===== src/ptd_pkg.sv =====
// Package for the periodic task dispatch table.
// Holds request, reply and status codes, the slot entry layout and the result word.
// No dependencies.
package ptd_pkg;

  localparam int unsigned DefNumSlots = 16;

  localparam logic [1:0] REQ_CREATE = 2'd0;
  localparam logic [1:0] REQ_DELETE = 2'd1;
  localparam logic [1:0] REQ_SCAN   = 2'd2;

  localparam logic [1:0] KIND_STATUS   = 2'd0;
  localparam logic [1:0] KIND_DISPATCH = 2'd1;
  localparam logic [1:0] KIND_DONE     = 2'd2;

  localparam logic [2:0] ST_OK       = 3'd0;
  localparam logic [2:0] ST_FULL     = 3'd1;
  localparam logic [2:0] ST_INV_ARG  = 3'd2;
  localparam logic [2:0] ST_NO_FREE  = 3'd3;
  localparam logic [2:0] ST_INV_SLOT = 3'd4;
  localparam logic [2:0] ST_SKIPPED  = 3'd5;

  typedef struct packed {
    logic [15:0] handle;
    logic [31:0] period;
    logic [31:0] ran_ms;
    logic [31:0] runs;
  } slot_entry_t;

  typedef struct packed {
    logic [1:0]  kind;
    logic [2:0]  status;
    logic [3:0]  slot;
    logic [15:0] handle;
    logic [31:0] count;
    logic        last;
  } result_t;

endpackage


===== src/ptd_slot_mem.sv =====
// Slot table memory: one write port, one read port, registered read data.
// Depends on ptd_pkg for the entry layout.
module ptd_slot_mem #(
  parameter int unsigned NUM_SLOTS = ptd_pkg::DefNumSlots,
  localparam int unsigned IdxW = (NUM_SLOTS > 1) ? $clog2(NUM_SLOTS) : 1
) (
  input  logic                  clk_i,
  input  logic                  we_i,
  input  logic [IdxW-1:0]       waddr_i,
  input  ptd_pkg::slot_entry_t  wdata_i,
  input  logic                  re_i,
  input  logic [IdxW-1:0]       raddr_i,
  output ptd_pkg::slot_entry_t  rdata_o
);
  import ptd_pkg::*;

  slot_entry_t mem_q [NUM_SLOTS];
  slot_entry_t rdata_q;

  always_ff @(posedge clk_i) begin
    if (we_i) begin
      mem_q[waddr_i] <= wdata_i;
    end
  end

  always_ff @(posedge clk_i) begin
    if (re_i) begin
      rdata_q <= mem_q[raddr_i];
    end
  end

  assign rdata_o = rdata_q;

endmodule


===== src/ptd_out_stage.sv =====
// Output register between the sequencer and the result stream.
// Depends on ptd_pkg for the result word.
module ptd_out_stage (
  input  logic              clk_i,
  input  logic              rst_ni,
  input  logic              load_i,
  input  ptd_pkg::result_t  res_i,
  output logic              free_o,
  output logic              valid_o,
  input  logic              ready_i,
  output ptd_pkg::result_t  res_o
);
  import ptd_pkg::*;

  logic    valid_q, valid_d;
  result_t res_q;

  assign free_o = !valid_q || ready_i;

  always_comb begin
    valid_d = valid_q;
    if (ready_i) begin
      valid_d = 1'b0;
    end
    if (load_i) begin
      valid_d = 1'b1;
    end
  end

  always_ff @(posedge clk_i or negedge rst_ni) begin
    if (!rst_ni) begin
      valid_q <= 1'b0;
    end else begin
      valid_q <= valid_d;
    end
  end

  always_ff @(posedge clk_i) begin
    if (load_i) begin
      res_q <= res_i;
    end
  end

  assign valid_o = valid_q;
  assign res_o   = res_q;

endmodule


===== src/ptd_ctrl.sv =====
// Request sequencer: valid bits, counters, create/delete handling and the slot scan.
// Depends on ptd_pkg; drives ptd_slot_mem and ptd_out_stage.
module ptd_ctrl #(
  parameter int unsigned NUM_SLOTS = ptd_pkg::DefNumSlots,
  localparam int unsigned IdxW = (NUM_SLOTS > 1) ? $clog2(NUM_SLOTS) : 1,
  localparam int unsigned CntW = $clog2(NUM_SLOTS + 1)
) (
  input  logic                  clk_i,
  input  logic                  rst_ni,
  input  logic                  in_valid_i,
  output logic                  in_ready_o,
  input  logic [1:0]            in_req_type_i,
  input  logic [31:0]           in_now_i,
  input  logic [15:0]           in_handle_i,
  input  logic [31:0]           in_period_i,
  input  logic [7:0]            in_target_i,
  input  logic                  cfg_valid_i,
  output logic                  cfg_ready_o,
  input  logic [15:0]           cfg_data_i,
  input  logic                  out_free_i,
  output logic                  res_load_o,
  output ptd_pkg::result_t      res_o,
  output logic                  mem_we_o,
  output logic [IdxW-1:0]       mem_waddr_o,
  output ptd_pkg::slot_entry_t  mem_wdata_o,
  output logic                  mem_re_o,
  output logic [IdxW-1:0]       mem_raddr_o,
  input  ptd_pkg::slot_entry_t  mem_rdata_i
);
  import ptd_pkg::*;

  typedef enum logic [4:0] {
    S_IDLE = 5'b00001,
    S_CMD  = 5'b00010,
    S_SCHK = 5'b00100,
    S_SCAN = 5'b01000,
    S_DONE = 5'b10000
  } state_e;

  localparam logic [CntW-1:0] NumSlotsC = CntW'(NUM_SLOTS);
  localparam logic [CntW-1:0] OneC      = CntW'(1);
  localparam logic [7:0]      NumSlotsB = 8'(NUM_SLOTS);

  state_e               state_q, state_d;
  logic [NUM_SLOTS-1:0] valid_q, valid_d;
  logic [CntW-1:0]      used_q, used_d;
  logic [31:0]          last_scan_q, last_scan_d;
  logic [15:0]          min_q, min_d;
  logic [CntW-1:0]      rd_idx_q, rd_idx_d;
  logic                 ev_q, ev_d;
  logic [IdxW-1:0]      ev_idx_q, ev_idx_d;

  logic [1:0]  req_q;
  logic [31:0] now_q;
  logic [15:0] handle_q;
  logic [31:0] period_q;
  logic [7:0]  target_q;

  logic [IdxW-1:0] free_idx;
  logic            free_found;
  logic [IdxW-1:0] tgt_idx;
  logic            tgt_ok;
  logic [31:0]     scan_gap;
  logic [31:0]     slot_gap;
  logic [31:0]     next_count;
  logic            hit;

  always_comb begin
    free_idx   = '0;
    free_found = 1'b0;
    for (int i = NUM_SLOTS - 1; i >= 0; i--) begin
      if (!valid_q[i]) begin
        free_idx   = IdxW'(i);
        free_found = 1'b1;
      end
    end
  end

  assign tgt_idx    = target_q[IdxW-1:0];
  assign tgt_ok     = (target_q < NumSlotsB) && valid_q[tgt_idx];
  assign scan_gap   = now_q - last_scan_q;
  assign slot_gap   = now_q - mem_rdata_i.ran_ms;
  assign next_count = mem_rdata_i.runs + 32'd1;
  assign hit        = ev_q && valid_q[ev_idx_q] && (slot_gap >= mem_rdata_i.period);

  assign in_ready_o  = (state_q == S_IDLE);
  assign cfg_ready_o = 1'b1;
  assign mem_raddr_o = rd_idx_q[IdxW-1:0];

  always_comb begin
    state_d     = state_q;
    valid_d     = valid_q;
    used_d      = used_q;
    last_scan_d = last_scan_q;
    rd_idx_d    = rd_idx_q;
    ev_d        = ev_q;
    ev_idx_d    = ev_idx_q;
    min_d       = min_q;
    res_load_o  = 1'b0;
    res_o       = '0;
    res_o.last  = 1'b1;
    mem_we_o    = 1'b0;
    mem_waddr_o = ev_idx_q;
    mem_wdata_o = '{handle: mem_rdata_i.handle, period: mem_rdata_i.period,
                    ran_ms: now_q, runs: next_count};
    mem_re_o    = 1'b0;

    if (cfg_valid_i) begin
      min_d = cfg_data_i;
    end

    unique case (state_q)
      S_IDLE: begin
        if (in_valid_i) begin
          state_d = (in_req_type_i == REQ_SCAN) ? S_SCHK : S_CMD;
        end
      end
      S_CMD: begin
        if (out_free_i) begin
          res_load_o = 1'b1;
          res_o.kind = KIND_STATUS;
          state_d    = S_IDLE;
          case (req_q)
            REQ_CREATE: begin
              if (used_q >= NumSlotsC) begin
                res_o.status = ST_FULL;
              end else if (handle_q == '0 || period_q == '0) begin
                res_o.status = ST_INV_ARG;
              end else if (!free_found) begin
                res_o.status = ST_NO_FREE;
              end else begin
                res_o.status      = ST_OK;
                res_o.slot        = 4'(free_idx);
                valid_d[free_idx] = 1'b1;
                used_d            = used_q + OneC;
                mem_we_o          = 1'b1;
                mem_waddr_o       = free_idx;
                mem_wdata_o       = '{handle: handle_q, period: period_q,
                                      ran_ms: now_q, runs: 32'd0};
              end
            end
            REQ_DELETE: begin
              if (!tgt_ok) begin
                res_o.status = ST_INV_SLOT;
              end else begin
                res_o.status     = ST_OK;
                res_o.slot       = 4'(tgt_idx);
                valid_d[tgt_idx] = 1'b0;
                if (used_q != '0) begin
                  used_d = used_q - OneC;
                end
              end
            end
            default: begin
              res_o.status = ST_INV_ARG;
            end
          endcase
        end
      end
      S_SCHK: begin
        if (scan_gap < {16'd0, min_q}) begin
          if (out_free_i) begin
            res_load_o   = 1'b1;
            res_o.kind   = KIND_DONE;
            res_o.status = ST_SKIPPED;
            state_d      = S_IDLE;
          end
        end else begin
          last_scan_d = now_q;
          rd_idx_d    = '0;
          ev_d        = 1'b0;
          state_d     = S_SCAN;
        end
      end
      S_SCAN: begin
        if (!hit || out_free_i) begin
          if (hit) begin
            mem_we_o     = 1'b1;
            res_load_o   = 1'b1;
            res_o.kind   = KIND_DISPATCH;
            res_o.status = ST_OK;
            res_o.slot   = 4'(ev_idx_q);
            res_o.handle = mem_rdata_i.handle;
            res_o.count  = next_count;
            res_o.last   = 1'b0;
          end
          if (rd_idx_q != NumSlotsC) begin
            mem_re_o = 1'b1;
            ev_d     = 1'b1;
            ev_idx_d = rd_idx_q[IdxW-1:0];
            rd_idx_d = rd_idx_q + OneC;
          end else begin
            ev_d    = 1'b0;
            state_d = S_DONE;
          end
        end
      end
      S_DONE: begin
        if (out_free_i) begin
          res_load_o   = 1'b1;
          res_o.kind   = KIND_DONE;
          res_o.status = ST_OK;
          state_d      = S_IDLE;
        end
      end
      default: begin
        state_d = S_IDLE;
      end
    endcase
  end

  always_ff @(posedge clk_i or negedge rst_ni) begin
    if (!rst_ni) begin
      state_q     <= S_IDLE;
      valid_q     <= '0;
      used_q      <= '0;
      last_scan_q <= '0;
      min_q       <= 16'd1;
      rd_idx_q    <= '0;
      ev_q        <= 1'b0;
      ev_idx_q    <= '0;
    end else begin
      state_q     <= state_d;
      valid_q     <= valid_d;
      used_q      <= used_d;
      last_scan_q <= last_scan_d;
      min_q       <= min_d;
      rd_idx_q    <= rd_idx_d;
      ev_q        <= ev_d;
      ev_idx_q    <= ev_idx_d;
    end
  end

  always_ff @(posedge clk_i) begin
    if (in_valid_i && in_ready_o) begin
      req_q    <= in_req_type_i;
      now_q    <= in_now_i;
      handle_q <= in_handle_i;
      period_q <= in_period_i;
      target_q <= in_target_i;
    end
  end

endmodule


===== src/periodic_task_dispatch_table_core.sv =====
// Top level of the periodic task dispatch table.
// Depends on ptd_pkg, ptd_slot_mem, ptd_out_stage and ptd_ctrl.
//
//  channel  dir  tdata (low bit up)                          tuser      tlast
//  s_axis   in   now_ms 32, task_handle 16, task_period 32,  req_type   -
//                target_slot 8
//  m_axis   out  status_code 3, slot_index 4,                reply_kind last_of_run
//                dispatched_handle 16, run_count 32, pad 1
//  cfg      in   min_scan_interval 16 (cfg_data_i)           -          -
//
// Create and delete are decided in the command state and registered in the output
// stage. A run scan does one read-modify-write of the slot memory per slot, read of
// slot i+1 overlapped with write-back of slot i. Reset clears all valid bits
// at once: no clearing pass. A stalled result stream holds the scan at a due slot.
module periodic_task_dispatch_table_core #(
  parameter int unsigned NUM_SLOTS = ptd_pkg::DefNumSlots
) (
  input  logic        clk_i,
  input  logic        rst_ni,
  input  logic        s_axis_tvalid,
  output logic        s_axis_tready,
  input  logic [87:0] s_axis_tdata,   // now_ms, task_handle, task_period, target_slot
  input  logic [1:0]  s_axis_tuser,   // req_type
  output logic        m_axis_tvalid,
  input  logic        m_axis_tready,
  output logic [55:0] m_axis_tdata,   // status_code, slot_index, dispatched_handle,
                                      // run_count, pad
  output logic [1:0]  m_axis_tuser,   // reply_kind
  output logic        m_axis_tlast,   // last_of_run
  input  logic        cfg_valid_i,
  output logic        cfg_ready_o,
  input  logic [15:0] cfg_data_i
);
  import ptd_pkg::*;

  localparam int unsigned IdxW = (NUM_SLOTS > 1) ? $clog2(NUM_SLOTS) : 1;

  logic            out_free;
  logic            res_load;
  result_t         res_in;
  result_t         res_out;
  logic            mem_we;
  logic [IdxW-1:0] mem_waddr;
  slot_entry_t     mem_wdata;
  logic            mem_re;
  logic [IdxW-1:0] mem_raddr;
  slot_entry_t     mem_rdata;

  ptd_ctrl #(
    .NUM_SLOTS(NUM_SLOTS)
  ) u_ctrl (
    .clk_i        (clk_i),
    .rst_ni       (rst_ni),
    .in_valid_i   (s_axis_tvalid),
    .in_ready_o   (s_axis_tready),
    .in_req_type_i(s_axis_tuser),
    .in_now_i     (s_axis_tdata[31:0]),
    .in_handle_i  (s_axis_tdata[47:32]),
    .in_period_i  (s_axis_tdata[79:48]),
    .in_target_i  (s_axis_tdata[87:80]),
    .cfg_valid_i  (cfg_valid_i),
    .cfg_ready_o  (cfg_ready_o),
    .cfg_data_i   (cfg_data_i),
    .out_free_i   (out_free),
    .res_load_o   (res_load),
    .res_o        (res_in),
    .mem_we_o     (mem_we),
    .mem_waddr_o  (mem_waddr),
    .mem_wdata_o  (mem_wdata),
    .mem_re_o     (mem_re),
    .mem_raddr_o  (mem_raddr),
    .mem_rdata_i  (mem_rdata)
  );

  ptd_slot_mem #(
    .NUM_SLOTS(NUM_SLOTS)
  ) u_mem (
    .clk_i  (clk_i),
    .we_i   (mem_we),
    .waddr_i(mem_waddr),
    .wdata_i(mem_wdata),
    .re_i   (mem_re),
    .raddr_i(mem_raddr),
    .rdata_o(mem_rdata)
  );

  ptd_out_stage u_out (
    .clk_i  (clk_i),
    .rst_ni (rst_ni),
    .load_i (res_load),
    .res_i  (res_in),
    .free_o (out_free),
    .valid_o(m_axis_tvalid),
    .ready_i(m_axis_tready),
    .res_o  (res_out)
  );

  assign m_axis_tdata = {1'b0, res_out.count, res_out.handle, res_out.slot, res_out.status};
  assign m_axis_tuser = res_out.kind;
  assign m_axis_tlast = res_out.last;

endmodule

===== config.mk =====
export PLATFORM = sky130hd
export DESIGN_NAME = periodic_task_dispatch_table_core
export DESIGN_NICKNAME = d
export VERILOG_FILES = /design/src/ptd_pkg.sv /design/src/ptd_slot_mem.sv /design/src/ptd_out_stage.sv /design/src/ptd_ctrl.sv /design/src/periodic_task_dispatch_table_core.sv
export SDC_FILE = /design/constraint.sdc
export NUM_CORES = 2
export LEC_CHECK = 0
export CAP_MARGIN = 20
export CELL_PAD_IN_SITES_DETAIL_PLACEMENT = 1
export CELL_PAD_IN_SITES_GLOBAL_PLACEMENT = 1
export CORE_AREA = 5 5 618 467
export DETAILED_ROUTE_END_ITERATION = 12
export DIE_AREA = 0 0 623 472
export DONT_BUFFER_PORTS = 1
export PLACE_DENSITY_LB_ADDON = 0.3
export SLEW_MARGIN = 20
export SYNTH_ARGS = -nofsm -noshare
export SYNTH_HDL_FRONTEND = slang
export SYNTH_SLANG_ARGS = --single-unit

===== constraint.sdc =====
create_clock -name clk_i -period 19.8 [get_ports clk_i]
set_input_delay 0.99 -clock clk_i [delete_from_list [all_inputs] [get_ports clk_i]]
set_output_delay 0.99 -clock clk_i [all_outputs]
set_load 0.02 [all_outputs]

==> results.json <==
{
  "synthXorXnorAreaFrac": 0.00837,
  "synth_ff_type": "edfxtp_1",
  "synth_mux_area_frac": 0.119,
  "hold_class": "in2reg",
  "dp_hpwl_um": 141000,
  "rows": 169,
  "synth_edf_count": 2052,
  "clk_pin_slew_ns": 0.06,
  "chipWidth_um": 623,
  "ys_ff_latch": 2137,
  "grtUsageTotal": 0.163,
  "antenna_found_initial": 22,
  "slowest_delay_ns": 0.88,
  "vdd_ir_drop_max_uv": 87.3,
  "routed_wl_um": 246000,
  "io_buffers": 0,
  "die_area_um2": 294000,
  "grt-ovfl-total": 0,
  "relSlewSlack": 0.242,
  "rsz0062_at_grt": "false",
  "htree_levels": 4,
  "finalHoldViolations": 0,
  "synth_adder_area_share": 0.0173,
  "powerDensity_nw_per_um2": 131,
  "fin_nets": 5395,
  "synth_top_family_by_area": "multiplexers",
  "gp_congestion": 0.818,
  "vias": 47283,
  "synth_simple_gate_area_frac": 0.0362,
  "holdWs_ns": 0.214,
  "grt_pass1_wl_um": 355000,
  "final_common_cell": "edfxtp_1",
  "period_share": 0.490,
  "syn_to_final_growth_pct": 14.0,
  "drc": 0,
  "async_flop_share": 0.0398,
  "cp-start-kind": "register",
  "syn_area_um2": 86800,
  "fin_skew_ns": 0.0576,
  "final_util": 0.351,
  "finalCriticalPeriod_ns": 9.70,
  "mostFrequentLayoutCells": "edfxtp_1 (2052), o21ai_0 (342), mux2i_1 (341)",
  "cp_slowest_cell": "buf_4",
  "core_area_um2": 282000,
  "drt-met1-wl_um": 119000,
  "crit_type": "reg2reg",
  "synthCells": 5068,
  "cts_sinks": 2137,
  "status": "completed",
  "wl_per_cell_um": 27.0,
  "synth_seq_area_share": 0.734,
  "leakagePower_nw": 33.3,
  "grt_pass1_vias": 48793,
  "ant_nets": 0,
  "final_layout_size_suffix_gt1_frac": 0.162,
  "ys_warn_count": 0,
  "dr.max_layer_used": "met5",
  "crit_required_ns": 20.27,
  "detail_route.iter0.violations": 4246,
  "die_h_um": 472,
  "viasPerCell": 5.19,
  "firstDrtPassIters": 5,
  "numCtsBuffers": 213,
  "worst_pin_slew_ns": 1.14,
  "cp.arrival_ns": 10.17,
  "max_freq_mhz": 103,
  "setup_tns_ns": 0,
  "ios": 173,
  "critPathMaxFanout": 49,
  "synth_cell_types": 78,
  "synth_fp_nets": 5297,
  "start_util": 0.308,
  "crit_path_frequent_cell": "buf_4",
  "clock_path_buffers": 4,
  "cts_tree": "done",
  "slew_violations": 0,
  "grt_max_degree": 117,
  "synth.avg_cell_area_um2": 17.1,
  "clock_latency_ns": 0.88,
  "drv_cap": 0,
  "power_mw": 13.0,
  "cp-end-kind": "register",
  "finalSetupViolations": 0,
  "met2_length_um": 107000,
  "met3_length_um": 15100,
  "synth-compound-area-share": 0.0676,
  "clockRootBuffer": "clkbuf_16"
}
-- worst max-delay path, delay by kind of cell (launching register included) --
family	cells	cell delay, ns
buf+inv	7	2.70
compound gates	10	2.56
simple gates	8	2.19
fa+ha+maj	3	0.91
flops	1	0.60
xor+xnor	1	0.14
-- where the power goes --
part           switching [mW]  internal (mW)  total, mW
sequential              0.220           5.26       5.48
combinational            2.05           1.30       3.36
clock                    1.75           2.41       4.16
total                    4.02           8.98       13.0
-- layer usage --
layer	vias up	track usage
met1	25313	0.247
li1	20360	-
met2	1316	0.244
met4	8	0.0314
met3	286	0.0305
met5	-	0
-- area by class of cell --
type,count,area [um^2]
fill,28374,183000
sequential,2137,63800
multi-input combinational,2551,21800
clock buffer,261,5690
tap,3762,4710
clock inverter,120,1340
timing repair buffer,117,1040
inverter,146,553
antenna,10,25.0
-- logic make-up after synthesis --
kind of cell,Yosys count
xor gates and xnor gates,83
adders and majority gates,118
DFF,2137
other,2
buffers and inverters,380
muxes,724
and+or+nand+nor,687
AOI/OAI and AO/OA,937
-- through the flow --
stage | instances | setup WS, ns | area (um^2)
finish | 9104 | 10.10 | 99000
global route | 9095 | 9.70 | 98900
CTS | 9092 | 10.10 | 98900
detailed placement | 8709 | 10.11 | 91800
global placement | 8709 | 10.28 | 91800
floorplan | 5068 | 9.54 | 86800
-- cells in the mapped netlist, drive strengths merged, types with 6 or more instances --
| cell type | count | area [um^2] |
|---|---|---|
| mux2i | 341 | 3410 |
| xor2 | 33 | 289 |
| o31a | 6 | 52.6 |
| o211ai | 7 | 57.6 |
| nand3 | 38 | 190 |
| and2 | 28 | 178 |
| a21boi | 8 | 60.1 |
| clkbuf | 181 | 679 |
| buf | 53 | 226 |
| nor2 | 160 | 601 |
| o21ai | 348 | 1740 |
| ha | 115 | 1440 |
| o2111ai | 7 | 61.3 |
| a31oi | 7 | 43.8 |
| and4 | 6 | 52.6 |
| and3 | 17 | 106 |
| a21o | 38 | 285 |
| nand2 | 298 | 1120 |
| nor3 | 21 | 105 |
| a22oi | 116 | 871 |
| o22ai | 6 | 37.5 |
| nand2b | 21 | 131 |
| nor3b | 6 | 45.0 |
| dfrtp | 83 | 2080 |
| edfxtp | 2052 | 61600 |
| nand4 | 28 | 175 |
| mux2 | 149 | 1680 |
| nor4 | 18 | 113 |
| xnor2 | 50 | 438 |
| or3 | 13 | 81.3 |
| mux4 | 234 | 5280 |
| a211oi | 14 | 115 |
| a21oi | 204 | 1020 |
| inv | 146 | 548 |
| or2 | 8 | 52.6 |
| nor2b | 10 | 62.6 |
| o21a | 13 | 97.6 |
| a221oi | 114 | 998 |
-- sequential cells by signal, summed over array words and instances (netlist names), 2 cells and up --
signal / cells
u_ctrl.rd_idx_q: 5
u_ctrl.handle_q: 16
u_ctrl.period_q: 32
u_ctrl.ev_idx_q: 4
u_mem.rdata_o: 112
u_ctrl.target_q: 8
u_ctrl.last_scan_q: 32
u_ctrl.min_q: 16
u_ctrl.used_q: 5
u_ctrl.valid_q: 16
u_mem.mem_q: 1792
u_ctrl.now_q: 32
u_ctrl.state_q: 5
u_ctrl.req_q: 2
u_out.res_o: 58
-- path summary, 6_finish.rpt --
path,cells after the start,endpoint,from,slack [ns]
max in group asynchronous,2,u_ctrl.rd_idx_q[2],rst_ni,17.99
min,0,u_ctrl.now_q[29],s_axis_tdata[29],0.21
min in group asynchronous,1,u_ctrl.state_q[0],rst_ni,1.06
max reg2reg,29,u_mem.mem_q[6][53],u_ctrl.now_q[0],10.10
min reg2reg,1,u_ctrl.last_scan_q[15],u_ctrl.last_scan_q[15],0.51
max,29,u_mem.mem_q[6][53],u_ctrl.now_q[0],10.10
-- timing repair --
item,4_1_cts,5_1_grt
gates resized for setup,0,0
setup endpoints to repair,0,0
buffers inserted,0,0
hold buffers,2,0
endpoints found under the hold margin,84,0
(Power assumes the default switching activity.)
